`src/hdl/tsps_pkg.sv`:
```
// ----------------------------------------------------------------------------
// tsps_pkg - shared types and constants for the temperature sensor sequencer
// Operation, phase and bus action codes, config bytes and the item structs.
// ----------------------------------------------------------------------------
`default_nettype none

package tsps_pkg;

  localparam int unsigned TIMEOUT_W     = 16;
  localparam int unsigned WORD_W        = 16;
  localparam logic [TIMEOUT_W-1:0] TIMEOUT_RST = 16'd1000;

  localparam logic [7:0] CFG_NONE    = 8'h00;
  localparam logic [7:0] CFG_MEASURE = 8'h40;
  localparam logic [7:0] CFG_SLEEP   = 8'h60;
  localparam logic [7:0] ID_MASK     = 8'hF0;
  localparam logic [7:0] ID_VALUE    = 8'hC0;
  localparam logic [WORD_W-1:0] ERR_WORD = 16'hFFFF;

  typedef enum logic [1:0] {
    OP_TICK = 2'd0,
    OP_STEP = 2'd1,
    OP_INIT = 2'd2
  } op_t;

  typedef enum logic [2:0] {
    PH_ENABLE = 3'd0,
    PH_WAIT   = 3'd1,
    PH_READ   = 3'd2,
    PH_SLEEP  = 3'd3,
    PH_IDLE   = 3'd4
  } phase_t;

  typedef enum logic [2:0] {
    ACT_NONE      = 3'd0,
    ACT_WRITE_CFG = 3'd1,
    ACT_READ_STAT = 3'd2,
    ACT_READ_TEMP = 3'd3,
    ACT_ID_CHECK  = 3'd4
  } action_t;

  typedef struct packed {
    logic [1:0] operation;
    logic       first_ok;
    logic       second_ok;
    logic [7:0] id_byte;
    logic [7:0] status_byte;
    logic [7:0] temp_high;
    logic [7:0] temp_low;
  } item_t;

  typedef struct packed {
    phase_t               phase;
    logic [TIMEOUT_W-1:0] remaining;
    logic                 done;
    logic                 init_good;
  } seq_state_t;

  typedef struct packed {
    action_t           bus_action;
    logic [7:0]        config_value;
    logic              publish;
    logic [WORD_W-1:0] published_value;
    logic              measure_done;
    logic [2:0]        phase_now;
    logic              sensor_ready;
  } result_t;

endpackage

`default_nettype wire

```
`src/hdl/tsps_step.sv`:
```
// ----------------------------------------------------------------------------
// tsps_step - one sequencer step
// Combinational: item and current state in, next state and result item out.
// ----------------------------------------------------------------------------
`default_nettype none

module tsps_step (
  input  wire tsps_pkg::item_t             item,
  input  wire tsps_pkg::seq_state_t        st,
  input  wire [tsps_pkg::TIMEOUT_W-1:0]    timeout,
  output tsps_pkg::seq_state_t             st_nxt,
  output tsps_pkg::result_t                res
);

  logic                          restart;
  tsps_pkg::phase_t              ph_eff;
  logic                          id_ok;
  logic [11:0]                   mag;
  logic [15:0]                   prod;
  logic [11:0]                   tenths;
  logic [tsps_pkg::WORD_W-1:0]   temp_word;

  assign restart = (st.remaining == '0);
  assign ph_eff  = restart ? tsps_pkg::PH_ENABLE : st.phase;
  assign id_ok   = item.first_ok &&
                   ((item.id_byte & tsps_pkg::ID_MASK) == tsps_pkg::ID_VALUE);

  // magnitude in 1/16 degree, times ten, divided by sixteen
  assign mag       = {item.temp_high[6:0], item.temp_low[7:3]};
  assign prod      = {1'b0, mag, 3'b000} + {3'b000, mag, 1'b0};
  assign tenths    = prod[15:4];
  assign temp_word = item.temp_high[7] ? (16'd0 - {4'b0000, tenths})
                                       : {4'b0000, tenths};

  // next state
  always_comb begin
    st_nxt = st;
    case (tsps_pkg::op_t'(item.operation))
      tsps_pkg::OP_TICK: begin
        if (st.remaining != '0) begin
          st_nxt.remaining = st.remaining - 1'b1;
        end
      end
      tsps_pkg::OP_INIT: begin
        st_nxt.init_good = id_ok && item.second_ok;
      end
      tsps_pkg::OP_STEP: begin
        if (st.init_good) begin
          if (restart) begin
            st_nxt.done      = 1'b0;
            st_nxt.phase     = tsps_pkg::PH_ENABLE;
            st_nxt.remaining = timeout;
          end
          case (ph_eff)
            tsps_pkg::PH_ENABLE: begin
              if (item.first_ok) begin
                st_nxt.phase     = tsps_pkg::PH_WAIT;
                st_nxt.remaining = timeout;
              end
            end
            tsps_pkg::PH_WAIT: begin
              if (item.first_ok && !item.status_byte[7]) begin
                st_nxt.phase     = tsps_pkg::PH_READ;
                st_nxt.remaining = timeout;
              end
            end
            tsps_pkg::PH_READ: begin
              if (item.first_ok && item.second_ok) begin
                st_nxt.phase     = tsps_pkg::PH_SLEEP;
                st_nxt.remaining = timeout;
              end
            end
            tsps_pkg::PH_SLEEP: begin
              if (item.first_ok) begin
                st_nxt.done      = 1'b1;
                st_nxt.phase     = tsps_pkg::PH_IDLE;
                st_nxt.remaining = timeout;
              end
            end
            default: begin
            end
          endcase
        end
      end
      default: begin
      end
    endcase
  end

  // result item
  always_comb begin
    res.bus_action      = tsps_pkg::ACT_NONE;
    res.config_value    = tsps_pkg::CFG_NONE;
    res.publish         = 1'b0;
    res.published_value = '0;
    res.measure_done    = st_nxt.done;
    res.phase_now       = st_nxt.phase;
    res.sensor_ready    = st_nxt.init_good;
    case (tsps_pkg::op_t'(item.operation))
      tsps_pkg::OP_INIT: begin
        res.bus_action = tsps_pkg::ACT_ID_CHECK;
        if (id_ok) begin
          res.config_value = tsps_pkg::CFG_SLEEP;
        end
      end
      tsps_pkg::OP_STEP: begin
        if (!st.init_good) begin
          res.publish         = 1'b1;
          res.published_value = tsps_pkg::ERR_WORD;
        end else begin
          case (ph_eff)
            tsps_pkg::PH_ENABLE: begin
              res.bus_action   = tsps_pkg::ACT_WRITE_CFG;
              res.config_value = tsps_pkg::CFG_MEASURE;
              if (!item.first_ok) begin
                res.publish         = 1'b1;
                res.published_value = tsps_pkg::ERR_WORD;
              end
            end
            tsps_pkg::PH_WAIT: begin
              res.bus_action = tsps_pkg::ACT_READ_STAT;
            end
            tsps_pkg::PH_READ: begin
              res.bus_action = tsps_pkg::ACT_READ_TEMP;
              if (item.first_ok && item.second_ok) begin
                res.publish         = 1'b1;
                res.published_value = temp_word;
              end
            end
            tsps_pkg::PH_SLEEP: begin
              res.bus_action   = tsps_pkg::ACT_WRITE_CFG;
              res.config_value = tsps_pkg::CFG_SLEEP;
            end
            default: begin
            end
          endcase
        end
      end
      default: begin
      end
    endcase
  end

endmodule

`default_nettype wire

```
`src/hdl/temp_sensor_poll_sequencer_unit.sv`:
```
// ----------------------------------------------------------------------------
// temp_sensor_poll_sequencer_unit - polled temperature sensor sequencer
// Input register, one combinational step, result register; timeout register.
// ----------------------------------------------------------------------------
// Each input item is a millisecond tick, a step or an init together with the
// outcome of the bus transfers of that phase; each gives exactly one result
// item. The block takes one item per clock cycle while in_ready is high; an
// accepted item is held in the input register, then passes through the step
// logic into the result register. The sequencer state (phase, countdown,
// done and init flags) is updated in the same cycle the result is registered,
// so consecutive items see each other's effect in order. in_ready falls only
// when both the input and result registers hold items and out_ready is low.
// Write the timeout register through the cfg port (always ready) only while
// no item is in flight (not enforced by the block); it resets to 1000 ms.
`default_nettype none

module temp_sensor_poll_sequencer_unit #(
  parameter logic [tsps_pkg::TIMEOUT_W-1:0] TIMEOUT_RESET = tsps_pkg::TIMEOUT_RST
) (
  input  wire        clk,
  input  wire        rst_n,
  // configuration
  input  wire        cfg_valid,
  output logic       cfg_ready,
  input  wire [15:0] cfg_timeout_ms,
  // input items
  input  wire        in_valid,
  output logic       in_ready,
  input  wire [1:0]  in_operation,
  input  wire        in_first_ok,
  input  wire        in_second_ok,
  input  wire [7:0]  in_id_byte,
  input  wire [7:0]  in_status_byte,
  input  wire [7:0]  in_temp_high,
  input  wire [7:0]  in_temp_low,
  // result items
  output logic       out_valid,
  input  wire        out_ready,
  output logic [2:0] out_bus_action,
  output logic [7:0] out_config_value,
  output logic       out_publish,
  output logic [15:0] out_published_value,
  output logic       out_measure_done,
  output logic [2:0] out_phase_now,
  output logic       out_sensor_ready
);

  logic [tsps_pkg::TIMEOUT_W-1:0] timeout_r;

  logic                 s1_valid_r;
  tsps_pkg::item_t      s1_item_r;
  logic                 out_valid_r;
  tsps_pkg::result_t    res_r;
  tsps_pkg::result_t    res_nxt;
  tsps_pkg::seq_state_t st_r;
  tsps_pkg::seq_state_t st_nxt;

  logic out_free;
  logic s1_move;
  logic in_take;

  // pipeline control: result register frees when empty or being taken
  assign out_free  = !out_valid_r || out_ready;
  assign s1_move   = s1_valid_r && out_free;
  assign in_ready  = !s1_valid_r || out_free;
  assign in_take   = in_valid && in_ready;
  assign cfg_ready = 1'b1;

  always_ff @(posedge clk) begin
    if (!rst_n) begin
      timeout_r <= TIMEOUT_RESET;
    end else if (cfg_valid) begin
      timeout_r <= cfg_timeout_ms;
    end
  end

  // input register
  always_ff @(posedge clk) begin
    if (!rst_n) begin
      s1_valid_r <= 1'b0;
    end else if (in_ready) begin
      s1_valid_r <= in_valid;
    end
  end

  always_ff @(posedge clk) begin
    if (in_take) begin
      s1_item_r.operation   <= in_operation;
      s1_item_r.first_ok    <= in_first_ok;
      s1_item_r.second_ok   <= in_second_ok;
      s1_item_r.id_byte     <= in_id_byte;
      s1_item_r.status_byte <= in_status_byte;
      s1_item_r.temp_high   <= in_temp_high;
      s1_item_r.temp_low    <= in_temp_low;
    end
  end

  tsps_step u_step (
    .item    (s1_item_r),
    .st      (st_r),
    .timeout (timeout_r),
    .st_nxt  (st_nxt),
    .res     (res_nxt)
  );

  // sequencer state advances with each item leaving the input register
  always_ff @(posedge clk) begin
    if (!rst_n) begin
      st_r.phase     <= tsps_pkg::PH_IDLE;
      st_r.remaining <= '0;
      st_r.done      <= 1'b0;
      st_r.init_good <= 1'b0;
    end else if (s1_move) begin
      st_r <= st_nxt;
    end
  end

  // result register
  always_ff @(posedge clk) begin
    if (!rst_n) begin
      out_valid_r <= 1'b0;
    end else if (out_free) begin
      out_valid_r <= s1_valid_r;
    end
  end

  always_ff @(posedge clk) begin
    if (s1_move) begin
      res_r <= res_nxt;
    end
  end

  assign out_valid           = out_valid_r;
  assign out_bus_action      = res_r.bus_action;
  assign out_config_value    = res_r.config_value;
  assign out_publish         = res_r.publish;
  assign out_published_value = res_r.published_value;
  assign out_measure_done    = res_r.measure_done;
  assign out_phase_now       = res_r.phase_now;
  assign out_sensor_ready    = res_r.sensor_ready;

  // no phase movement until init has passed
  a_phase_held: assert property (@(posedge clk) disable iff (!rst_n)
    !st_r.init_good |=> $stable(st_r.phase))
    else $error("phase moved without a good init");

  // the done flag is only seen while idle
  a_done_idle: assert property (@(posedge clk) disable iff (!rst_n)
    st_r.done |-> (st_r.phase == tsps_pkg::PH_IDLE))
    else $error("done flag outside idle");

  // a config write carries the measure or sleep byte
  a_cfg_byte: assert property (@(posedge clk) disable iff (!rst_n)
    (out_valid_r && (res_r.bus_action == tsps_pkg::ACT_WRITE_CFG)) |->
      ((res_r.config_value == tsps_pkg::CFG_MEASURE) ||
       (res_r.config_value == tsps_pkg::CFG_SLEEP)))
    else $error("bad config byte");

  // a temperature word is published only by a temperature read
  a_pub_src: assert property (@(posedge clk) disable iff (!rst_n)
    (out_valid_r && res_r.publish &&
     (res_r.published_value != tsps_pkg::ERR_WORD)) |->
      (res_r.bus_action == tsps_pkg::ACT_READ_TEMP))
    else $error("publish outside temperature read");

endmodule

`default_nettype wire
```
`config.mk`:
```
export PLATFORM = sky130hd
export DESIGN_NAME = temp_sensor_poll_sequencer_unit
export DESIGN_NICKNAME = d
export VERILOG_FILES = /design/src/hdl/tsps_pkg.sv /design/src/hdl/tsps_step.sv /design/src/hdl/temp_sensor_poll_sequencer_unit.sv
export SDC_FILE = /design/constraint.sdc
export NUM_CORES = 1
export LEC_CHECK = 0
export BUFFER_PORTS_ARGS = -buffer_cell sky130_fd_sc_hd__buf_2
export CAP_MARGIN = 10
export CORE_UTILIZATION = 58
export CTS_CLUSTER_SIZE = 16
export DETAILED_ROUTE_END_ITERATION = 10
export HOLD_SLACK_MARGIN = 0.15
export PLACE_DENSITY_LB_ADDON = 0.25
export REMOVE_ABC_BUFFERS = 1
export SLEW_MARGIN = 15
export SYNTH_ARGS = -nofsm -noshare
export SYNTH_HDL_FRONTEND = slang
export SYNTH_HIERARCHICAL = 1
export SYNTH_SLANG_ARGS = --single-unit
export TNS_END_PERCENT = 50
```
`constraint.sdc`:
```
create_clock -name clk -period 3.21 [get_ports clk]
set_input_delay 0.321 -clock clk [delete_from_list [all_inputs] [get_ports clk]]
set_output_delay 0.321 -clock clk [all_outputs]
set_load 0.05 [all_outputs]
```
==> results, run 1 <==
- Leaving out filler cells and counting taps, the final layout contains between 700 and 800.
- Before antenna repair, the detailed router went through 5 iterations.
- The kind of critical path is register to register.
- In this run the tightest slew margin relative to its limit is 32.95%.
- Across the routed clock network, the largest skew measured is between 0.01 and 0.015 ns.
- The pre-CTS setup slack is around 0.23 ns.
- Setup repair after global routing left no endpoint under its margin.
- The critical path data required time is ~3.4 ns.
- The worst path meets setup with between 0.2 and 0.25 ns of slack.
- The maximum clock frequency is ~340 MHz.
- The horizontal extent of the die is just under 100 µm.
- The mean cell area of the mapped netlist is roughly 9.6 µm².
- The run finished with clean final reports.
- From synthesis to final layout, the design area changed by 14.59%.
- The cell depth of the worst min-delay path is 3.
- The final number of max-transition violations is 0.
- The time the worst path needs with I/O delays and setup is 2.963 ns.
- The warning count from the yosys run is 6.
- The worst hold path belongs to the class input pin to register.
- The total wire length after detailed routing is ~12,000 µm.
- STA classifies the critical path endpoint as a register.
- The final layout contains about 730 nets.
- Buffers inserted during clock tree synthesis total 9.
- The power density over the cells is a little over 400 mW/mm².
- The number of buffers between clock root and the deepest sink is 2.
- Measured along the y axis, the die boundary spans a little under 100 µm.
- The post-layout total power is around 2.6 mW.
- The core region is between 0.009 and 0.01 mm².
- The final number of setup-violating endpoints is 0.
- The hold violation count in the final report was 0.
- The worst setup path is launched from a register.
- The final period utilization is between 90 and 100%.
- After the first detailed-routing iteration, the DRC count stood at 367.
- The netlist area before placement is approximately 0.0055 mm².
- The global-route usage over all layers is roughly a quarter.
- The total die area is 0.009813 mm².
- The total congestion overflow is 0.
- Synthesis produced a netlist whose cell count is 570.
- The share of total power dissipated in combinational logic is 17.7%.
- The switching power summed over all nets is 747.9 µW.
- Once detailed placement completed, the half-perimeter wirelength came to approximately 8000 µm.
- The global placer's final weighted congestion is 0.9299.
- The final route contains 4,539 vias.
- The clock net in this run drives a total of 94 sinks.
- In this run the worst path has a maximum fanout of 6.
- The total negative slack is 0 ns.
- The proportion of power drawn by the clock network is between 20% and 30%.
- TritonCTS built the clock tree.
- Across the run, the number of max-cap violations was 0.
- Sequential cells account for ~53% of the total power.
- The buffer type at the clock tree root is clkbuf_8.
- The cell row count is 35.
- The critical path arrival is 3.17 ns.
- The global-route wire length before repair is roughly 19,000 µm.
- After detailed routing, the number of vias per cell comes to 5.902.
- The worst hold slack is between 0.15 and 0.2 ns.
- The maximum number of pins on one net before global-route repair is 60.
- The switching power share of the total is 29.16%.
- The number of instances in the placed design is about 730.
- Once detail routing completed, the nets flagged for antenna violations numbered 0.
- For this design the static power due to leakage is 2.541 nW.
- Clock latency on the worst-skew pair, taken at its later pin, is roughly 0.36 ns.
- The cell count of the worst reg-to-reg path is 7.
- The number of global-route vias before repair is 4,294.
- 0 antenna diodes ended up in the layout.
- Across the VDD grid, the largest voltage drop is ~0.00022 V.
- In the routed design, unresolved DRC markers number 0.
- The share of cells above drive strength 1 is approximately 18%.
- The number of buffers inserted by port buffering is just under 80.
- The initial antenna violation count is 0.
- At the pin with the least slew margin, the transition time is around 1.0 ns.
- Once the floorplan was initialized, standard cells occupied approximately three fifths of the core.
- The H-tree was split into 3 levels.
- For this design the top-level I/O count stands at 93.
- The per-cell routed wire length is ~15 µm.
- Clock-pin slew was measured on the worst setup and hold paths at about 0.10 ns.
- The internal power component is 1.817 mW.
[what timing repair did]
item,4_1_cts,5_1_grt
setup buffers,0,0
setup endpoints to repair,0,1
resized for setup,0,2
hold endpoints to repair,22,0
hold buffers,22,0
[flip-flops by register name, summed over array words and instances, names as in the netlist]
signal	cells
out_bus_action	3
out_config_value	8
out_measure_done	1
out_phase_now	3
out_publish	1
out_published_value	16
out_sensor_ready	1
out_valid	1
s1_item_r	22
s1_valid_r	1
st_r	21
timeout_r	16
[layer usage]
metal	track usage [%]	up-vias	share of wire, %
met3	3.688	13	5.4
li1	-	2235	-
met4	8.597	0	1.4
met1	31.94	2116	44
met5	0	-	0
met2	42.39	175	49
[path summary, 6_finish.rpt]
check,start,to,slack (ns)
worst min register to register,timeout_r[9]$_SDFFE_PN1P_,timeout_r[9]$_SDFFE_PN1P_,0.49
worst min-delay path,cfg_timeout_ms[8],timeout_r[8]$_SDFFE_PN1P_,0.17
worst max register to register,s1_item_r[10]$_DFFE_PP_,out_published_value[11]$_DFFE_PP_,0.25
worst max-delay path,s1_item_r[10]$_DFFE_PP_,out_published_value[11]$_DFFE_PP_,0.25
[area by class of cell]
type                       count  area, µm²
fill                         739       2935
multi-input combinational    419       2716
sequential                    94       2432
timing repair buffer         110      713.2
tap                          111      138.9
clock buffer                  10      137.6
inverter                      19      71.32
clock inverter                 6      51.30
[metrics by stage]
stage | area, µm² | util [%]
3_5_place_dp | 5836 | 63.46
3_3_place_gp | 5836 | 63.46
6_report | 6261 | 68.08
2_1_floorplan | 5204 | -
4_1_cts | 6245 | 67.90
5_1_grt | 6261 | 68.08
[placed cells by master (no fill, tap or decap), types with 3 or more instances in the layout]
cell and count:
ha_1 14, mux2i_1 40, inv_1 17, o21a_1 6
a31oi_1 12, nor2b_1 17, buf_4 9, o21ai_0 36
xnor2_1 8, o21ai_1 4, nand2_1 82, o211ai_1 4
dlygate4sd3_1 22, nand3_1 14, nor2_1 31, a21o_1 9
and2_1 6, xor2_1 7, nand2b_1 10, clkbuf_8 10
dfxtp_1 39, a21oi_1 24, buf_2 77, o2111a_1 4
nor3_1 13, a22o_1 5, nand4_1 8, nor4_1 9
edfxtp_1 55, a2111oi_0 3, conb_1 7
[power by group through the flow]
stage / sequential [mW] / clock, mW / combinational, mW
after floorplan: 1.44 / 0 / 0.245
after global placement: 1.38 / 0 / 0.411
after detailed placement: 1.38 / 0 / 0.422
after CTS: 1.36 / 0.773 / 0.443
after global routing: 1.36 / 0.825 / 0.495
final: 1.36 / 0.753 / 0.455
[critical path: stages (launching register included)]
cell and delay (ns):
edfxtp_1 0.42, ha_1 0.30, or4_4 0.57, o221a_1 0.25
or3_4 0.38, a21o_1 0.24, or4_1 0.51, a31oi_1 0.15
(Power assumes the default switching activity.)
==> inputs of run 2 (changes only) <==
--- a/config.mk
+++ b/config.mk
@@ -7,7 +7,8 @@
 export LEC_CHECK = 0
 export BUFFER_PORTS_ARGS = -buffer_cell sky130_fd_sc_hd__buf_2
 export CAP_MARGIN = 10
-export CORE_UTILIZATION = 58
+export CORE_ASPECT_RATIO = 1.1
+export CORE_UTILIZATION = 52
 export CTS_CLUSTER_SIZE = 16
 export DETAILED_ROUTE_END_ITERATION = 10
 export HOLD_SLACK_MARGIN = 0.15
==> constraint.sdc (replaced) <==
create_clock -name clk -period 2.7 [get_ports clk]
set_input_delay 0.27 -clock clk [delete_from_list [all_inputs] [get_ports clk]]
set_output_delay 0.27 -clock clk [all_outputs]
set_load 0.05 [all_outputs]
==> run 2 against run 1 <==
Against the previous run:
- the flow now finishes with violations (negative setup slack)
- clock skew increased by 0.0023 ns
- first-iteration DRC count decreased by 24%
- critical endpoint unchanged
- highest routed layer unchanged
- clock power increased by 39%
- die area increased by 11%
- combinational power increased by 54%
- hold slack got worse by 0.0086 ns
==> results, run 2 (synthesis gave the netlist of run 1 again) <==
- The post-layout total power is 3.371 mW (was 2.565 mW).
- The number of max-cap violations is 0 (unchanged).
- The cell row count is 38 (was 35).
- The clock latency reported for the late side of the worst-skew pair is 0.37 ns (was 0.36 ns).
- The count of inserted antenna diode cells came to 0 (unchanged).
- The actual slew at the worst max-slew pin is 0.7305 ns (was 1.006 ns).
- The H-tree depth came to 3 (unchanged).
- The signed area change from the synthesized netlist to the final layout is 28.42% (was 14.59%).
- The final number of max-transition violations is 0 (unchanged).
- The total congestion overflow is 0 (unchanged).
- The critical path data required time is 2.92 ns (was 3.42 ns).
- The power density over the cells came to 480.5 mW/mm² (was 409.7 mW/mm²).
- The count of unresolved DRC violations after routing is 0 (unchanged).
- The total wire length after detailed routing is 13,050 µm (was 11,680 µm).
- The maximum clock frequency is 353.1 MHz (was 337.5 MHz).
- The number of flip-flops under the largest register name is 22 (unchanged).
- The number of instances in the placed design is 805 (was 731).
- The global-route usage over all layers was 24.33% (was 24.69%).
- The hold violation count in the final report was 0 (unchanged).
- Result of the run: finished, violations left (was finished, final reports clean).
- The worst min-delay path class is input pin to register (unchanged).
- The pre-CTS setup slack came to -0.1321 ns (was 0.2303 ns).
- The number of clock sinks seen by CTS was 94 (unchanged).
- Leading cell types in the layout, fill and taps excluded: nand2_1 (81), buf_2 (77), buf_4 (58) (was nand2_1 (82), buf_2 (77), edfxtp_1 (55)).
- The first-iteration detailed-routing DRC count is 279 (was 367).
- The global-route wire length before repair was 20,730 µm (was 19,500 µm).
- The number of iterations in the first detailed-routing pass is 6 (was 5).
- The clock-pin slew of the registers on the worst-case setup and hold paths came to 0.10 ns (about the same).
- The count of boundary I/O pins was 93 (unchanged).
- RSZ-0062 raised after global routing: true (was false).
- The worst clock skew is 0.01252 ns (was 0.01021 ns).
- The filler-free cell count of the finished design is 860 (was 769).
- The global placer's final weighted congestion is 0.9064 (was 0.9299).
- The worst voltage drop across the vdd grid was 0.0003410 V (was 0.0002228 V).
- The worst slew slack as a fraction of its limit was 51.30% (was 32.95%).
- The remaining antenna violation count after routing is 0 (unchanged).
- The total number of vias is 4,822 (was 4,539).
- The number of filler instances in the final layout is 762 (was 739).
- The area taken by flip-flops and latches is 0.002432 mm² (unchanged).
- The endpoint type of the worst setup path was a register (unchanged).
- The buffering stage count on the worst path with inverters included is 0 (unchanged).
- The number of global-route vias before repair is 4,553 (was 4,294).
- The detailed-route vias per instance is 5.607 (was 5.902).
- The final reports fail on negative setup slack.
- The cell leakage power is 2.871 nW (was 2.541 nW).
- The total negative slack is -0.1452 ns (was 0 ns).
- The final worst slack is -0.1323 ns (was 0.2466 ns).
- The final period utilization is 104.9% (was 92.32%).
- The element type at the critical path start was a register (unchanged).
- The critical-path maximum fanout is 4 (was 6).
- The largest register by flop count is s1_item_r (unchanged).
- The CTS tree is yes (unchanged).
- The total die area is 0.01092 mm² (was 0.009813 mm²).
- The post-detailed-placement half-perimeter wirelength is 8786 µm (was 7952 µm).
- The initial antenna violation count came to 0 (unchanged).
- The final number of setup-violating endpoints is 2 (was 0).
- The time the worst path needs with I/O delays and setup is 2.832 ns (was 2.963 ns).
- The kind of cell adding the most delay to the critical path is compound AO/OA/AOI/OAI gates (was simple AND/OR/NAND/NOR gates).
- The finished layout cell area is 0.007017 mm² (was 0.006261 mm²).
- The number of buffers inserted by port buffering is 77 (unchanged).
- The per-cell routed wire length was 15.18 µm (was 15.19 µm).
- The final core utilization was 69.94% (was 68.08%).
- The footprint of the multi-input gates is 0.002915 mm² (was 0.002716 mm²).
- The area of the core region is 0.01003 mm² (was 0.009196 mm²).
- The share of cells above drive strength 1 was 26.53% (was 17.63%).
- The critical path arrival is 3.06 ns (was 3.17 ns).
- The kind of critical path is register to register (unchanged).
- The final net count was 787 (was 725).
- The initial core utilization is 54.46% (was 59.41%).
- The cell area reported after detailed placement is 0.006197 mm² (was 0.005836 mm²).
- Cells along the critical path: ha_4, nand4_1, a211oi_2, o21ai_1, a311o_4, or4_1, a31oi_1 (was ha_1, or4_4, o221a_1, or3_4, a21o_1, or4_1, a31oi_1).
- The number of buffers between clock root and the deepest sink is 2 (unchanged).
- The buffer type at the clock tree root is clkbuf_8 (unchanged).
- The most common library cell in the layout ignoring fill and taps is nand2_1 (unchanged).
- The horizontal extent of the die is 99.74 µm (was 99.06 µm).
- The slowest stage cell on the critical path is or4_1 (was or4_4).
- Largest registers ranked by flip-flop count: s1_item_r x22, st_r x21 (unchanged).
- The number of buffers inserted during clock tree synthesis is 9 (unchanged).
- The die boundary height was 109.5 µm (was 99.06 µm).
- The worst hold slack is 0.1598 ns (was 0.1684 ns).
- The largest incremental delay on the critical path came to 0.52 ns (was 0.57 ns).
- The maximum number of pins on one net before global-route repair came to 46 (was 60).
run 2: per-layer routing:
metal | vias to the layer above | routed length [µm] | global-route usage (%)
met2 | 187 | 6625 | 41.92
met4 | 0 | 191 | 9.559
met3 | 18 | 787 | 6.230
met1 | 2266 | 5447 | 29.19
li1 | 2351 | - | -
met5 | - | 0 | 0
run 2: final timing paths:
kind                           from                                end  slack (ns)  cells past startpoint
max          s1_item_r[9]$_DFFE_PP_  out_published_value[11]$_DFFE_PP_       -0.13                      7
min              cfg_timeout_ms[12]         timeout_r[12]$_SDFFE_PN0P_        0.16                      3
max reg2reg  s1_item_r[9]$_DFFE_PP_  out_published_value[11]$_DFFE_PP_       -0.13                      7
min reg2reg    st_r[1]$_SDFFE_PN0P_               st_r[1]$_SDFFE_PN0P_        0.47                      2
run 2: what timing repair did:
action / 4_1_cts / 5_1_grt
gates cloned: 0 / 0
buffers inserted: 0 / 4
resized for setup: 8 / 35
hold buffers: 35 / 0
hold endpoints to repair: 35 / 0
pin swaps: 1 / 19
setup endpoints to repair: 6 / 11
run 2: power by group:
part           internal (mW)  switching (mW)
sequential              1.58          0.0391
clock                  0.527           0.525
combinational          0.312           0.389
run 2: worst min-delay path: stages:
cell and delay [ns]:
buf_2 0.08, mux2i_1 0.06, nor2b_1 0.10
run 2: layout make-up:
type                       instances  share of cell area [%]
sequential                        94                   34.66
multi-input combinational        419                   41.55
timing repair buffer             172                   17.14
clock buffer                       9                   1.765
clock inverter                     7                   1.373
tap                              140                   2.496
inverter                          19                   1.016
==> inputs of run 3 (changes only) <==
--- a/config.mk
+++ b/config.mk
@@ -8,7 +8,7 @@
 export BUFFER_PORTS_ARGS = -buffer_cell sky130_fd_sc_hd__buf_2
 export CAP_MARGIN = 10
 export CORE_ASPECT_RATIO = 1.1
-export CORE_UTILIZATION = 52
+export CORE_UTILIZATION = 37
 export CTS_CLUSTER_SIZE = 16
 export DETAILED_ROUTE_END_ITERATION = 10
 export HOLD_SLACK_MARGIN = 0.15
@@ -17,6 +17,5 @@
 export SLEW_MARGIN = 15
 export SYNTH_ARGS = -nofsm -noshare
 export SYNTH_HDL_FRONTEND = slang
-export SYNTH_HIERARCHICAL = 1
 export SYNTH_SLANG_ARGS = --single-unit
 export TNS_END_PERCENT = 50
==> run 3 against run 2 <==
Against the previous run:
- the flow finishes with violations (design-rule violations)
- sequential power is 9% lower
- global-route usage is 7.4 points lower
- sequential share of layout area is 0.19 points lower
- critical path type unchanged
- largest cell class unchanged
- largest power group unchanged
==> results, run 3 <==
- The endpoint type of the worst setup path is a register (unchanged).
- The global-route usage over all layers is 16.95% (was 24.33%).
- The number of buffers between clock root and the deepest sink is 2 (unchanged).
- Counting flops with a built-in enable in the synthesized netlist gives between 40 and 50.
- The clock latency reported for the late side of the worst-skew pair was 0.35 ns (was 0.37 ns).
- The final core utilization came to 49.40% (was 69.94%).
- The element type at the critical path start is a register (unchanged).
- The clock-pin slew of the registers on the worst-case setup and hold paths is 0.07 ns (was 0.10 ns).
- The kind of critical path was register to register (unchanged).
- The final number of setup-violating endpoints is 0 (was 2).
- The number of clock sinks seen by CTS is 85 (was 94).
- The filler-free cell count of the finished design came to 771 (was 860).
- The power density over the cells is 564.3 mW/mm² (was 480.5 mW/mm²).
- The warning count from the yosys run is 0 (was 6).
- The maximum clock frequency was 372.7 MHz (was 353.1 MHz).
- The number of instances in the synthesized netlist is 487 (was 570).
- The largest incremental delay on the critical path is 0.44 ns (was 0.52 ns).
- The time the worst path needs with I/O delays and setup is 2.683 ns (was 2.832 ns).
- The first-iteration detailed-routing DRC count is 207 (was 279).
- Violated checks: design-rule violations (was negative setup slack).
- The signed area change from the synthesized netlist to the final layout came to 29.10% (was 28.42%).
- The global-route wire length before repair is 18,310 µm (was 20,730 µm).
- The post-detailed-placement half-perimeter wirelength is 7796 µm (was 8786 µm).
- Leading cell types in the layout, fill and taps excluded: buf_2 (71), edfxtp_1 (46), nand2_1 (42) (was nand2_1 (81), buf_2 (77), buf_4 (58)).
- The per-cell routed wire length is 14.55 µm (was 15.18 µm).
- The cell row count is 43 (was 38).
- The buffer type at the clock tree root is clkbuf_16 (was clkbuf_8).
- The worst slew slack as a fraction of its limit was 29.50% (was 51.30%).
- The number of flip-flops under the largest register name is 22 (unchanged).
- The commonest cells after synthesis are edfxtp_1 (46), nand2_1 (42), dfxtp_1 (39).
- The number of buffers inserted during clock tree synthesis was 9 (unchanged).
- The total congestion overflow is 0 (unchanged).
- The hold violation count in the final report is 0 (unchanged).
- The post-layout total power is 3.539 mW (was 3.371 mW).
- The count of unique library cells instantiated by Yosys is 75.
- The slowest stage cell on the critical path was fa_1 (was or4_1).
- The share of the synthesized area in the top cell type is around 28%.
- The critical path data required time came to 2.79 ns (was 2.92 ns).
- The number of buffers inserted by port buffering is 71 (was 77).
- The worst min-delay path class is input pin to register (unchanged).
- The initial antenna violation count is 0 (unchanged).
- The cell area reported after detailed placement came to 0.005493 mm² (was 0.006197 mm²).
- The area of the core region came to 0.01270 mm² (was 0.01003 mm²).
- The buffering stage count on the worst path with inverters included came to 1 (was 0).
- The CTS tree is yes (unchanged).
- The critical path arrival is 2.78 ns (was 3.06 ns).
- The global placer's final weighted congestion is 0.8699 (was 0.9064).
- The detailed-route vias per instance came to 5.258 (was 5.607).
- The die boundary height is 122.2 µm (was 109.5 µm).
- After synthesis, the cell types taking the most area are edfxtp_1 (28%), dfxtp_1 (16%), mux2i_1 (3.7%).
- Result of the run: finished, violations left (unchanged).
- The number of instances in the placed design came to 720 (was 805).
- The library cell occupying the most area in the post-synthesis netlist is edfxtp_1.
- The total wire length after detailed routing came to 11,220 µm (was 13,050 µm).
- The number of max-cap violations was 0 (unchanged).
- The cell leakage power came to 2.529 nW (was 2.871 nW).
- The maximum number of pins on one net before global-route repair is 40 (was 46).
- After synthesis, the share of flip-flops with an asynchronous set or reset is 0%.
- The count of boundary I/O pins is 93 (unchanged).
- For this run, the leading register cell type out of synthesis is edfxtp_1.
- The flip-flop and latch count after synthesis is 85.
- The final period utilization was 99.37% (was 104.9%).
- The H-tree depth is 3 (unchanged).
- The worst hold slack came to 0.1624 ns (was 0.1598 ns).
- The worst voltage drop across the vdd grid came to 0.0002451 V (was 0.0003410 V).
- The kind of cell adding the most delay to the critical path is compound AO/OA/AOI/OAI gates (unchanged).
- The count of unresolved DRC violations after routing is 13 (was 0).
- The total die area is 0.01359 mm² (was 0.01092 mm²).
- The final net count is 681 (was 787).
- The worst clock skew is 0.007536 ns (was 0.01252 ns).
- The initial core utilization is 38.26% (was 54.46%).
- The horizontal extent of the die came to 111.3 µm (was 99.74 µm).
- The total number of vias is 4,054 (was 4,822).
- The number of global-route vias before repair is 3,888 (was 4,553).
- The mean cell area of the mapped netlist is 9.976 µm² (was 9.586 µm²).
- The most common library cell in the layout ignoring fill and taps is buf_2 (was nand2_1).
- The finished layout cell area is 0.006272 mm² (was 0.007017 mm²).
- The most numerous cell in the Yosys netlist is edfxtp_1.
- The remaining antenna violation count after routing came to 0 (unchanged).
- The share of cells above drive strength 1 is 26.38% (was 26.53%).
- The actual slew at the worst max-slew pin is 1.058 ns (was 0.7305 ns).
- The number of iterations in the first detailed-routing pass is 7 (was 6).
- The final number of max-transition violations was 0 (unchanged).
- The count of inserted antenna diode cells is 0 (unchanged).
- Largest registers ranked by flip-flop count: s1_item_r x22, st_r x21, timeout_r x16 (was s1_item_r x22, st_r x21).
- The critical-path maximum fanout is 4 (unchanged).
- The netlist area before placement is 0.004858 mm² (was 0.005464 mm²).
- The largest register by flop count is s1_item_r (unchanged).
- Cells along the critical path: inv_1, fa_1, nand2b_4, a21o_1, a211oi_2, nand4b_1, a2111oi_4, mux2i_1, a311o_1 (was ha_4, nand4_1, a211oi_2, o21ai_1, a311o_4, or4_1, a31oi_1).
- The sequential share of the synthesized area is 44.50%.
- RSZ-0062 raised after global routing: true (unchanged).
==> run 3: kinds of logic (layout without fill, tap and decap cells) <==
family	after synthesis	in the layout	share of synthesized area, %
DFF	85	85	44.50
muxes	18	18	3.708
AOI/OAI and AO/OA	138	138	21.07
buffers and inverters	53	175	5.331
xor gates and xnor gates	23	23	4.146
adders and majority gates	15	15	4.018
and+or+nand+nor	153	153	17.07
other	2	7	0.1546
==> run 3: worst reg2reg max path, stage by stage (launching register included) <==
cell and delay, ns:
edfxtp_1 0.36, inv_1 0.07, fa_1 0.44, nand2b_4 0.18, a21o_1 0.17, a211oi_2 0.29, nand4b_1 0.22, a2111oi_4 0.27
mux2i_1 0.13, a311o_1 0.32
==> run 3: metrics by stage <==
step | setup WS [ns] | TNS (ns)
2_1_floorplan | 0.02861 | 0
3_3_place_gp | -0.05339 | -0.1067
3_5_place_dp | -0.1030 | -0.2710
4_1_cts | -0.01207 | -0.01207
5_1_grt | -0.1626 | -0.5381
6_report | 0.01692 | 0
==> run 3: layout make-up <==
cell class	instances	area [µm²]
Fill cell	1179	6425
Multi-Input combinational cell	354	2628
Sequential cell	85	2162
Timing Repair Buffer	139	937.1
Clock buffer	9	225.2
Tap cell	157	196.4
Inverter	20	75.07
Clock inverter	7	48.80
==> run 3: per-layer routing <==
metal	global-route usage [%]	wire length, µm
met1	20.89	5204
met3	3.731	485
met5	0	0
met2	28.75	5338
met4	7.095	190
==> run 3: worst paths after layout <==
kind	startpoint	endpoint	slack [ns]	cells after the start
hold / removal	in_valid	s1_valid_r$_SDFFE_PN0N_	0.16	3
setup / recovery	s1_item_r[4]$_DFFE_PP_	out_published_value[9]$_SDFFCE_PN0P_	0.02	9
setup reg to reg	s1_item_r[4]$_DFFE_PP_	out_published_value[9]$_SDFFCE_PN0P_	0.02	9
hold reg to reg	st_r[1]$_SDFFE_PN0P_	st_r[1]$_SDFFE_PN0P_	0.48	2
==> run 3: timing repair <==
item	CTS	global route
hold buffers	27	0
buffers inserted	4	4
gates resized for setup	11	22
pin swaps	5	13
setup endpoints to repair	4	14
endpoints found under the hold margin	27	0
==> run 3: where the power goes <==
part           switching, mW  internal [mW]  total [mW]
clock                  0.528          0.625        1.15
combinational          0.529          0.378       0.907
sequential            0.0454           1.43        1.48
total                   1.10           2.44        3.54
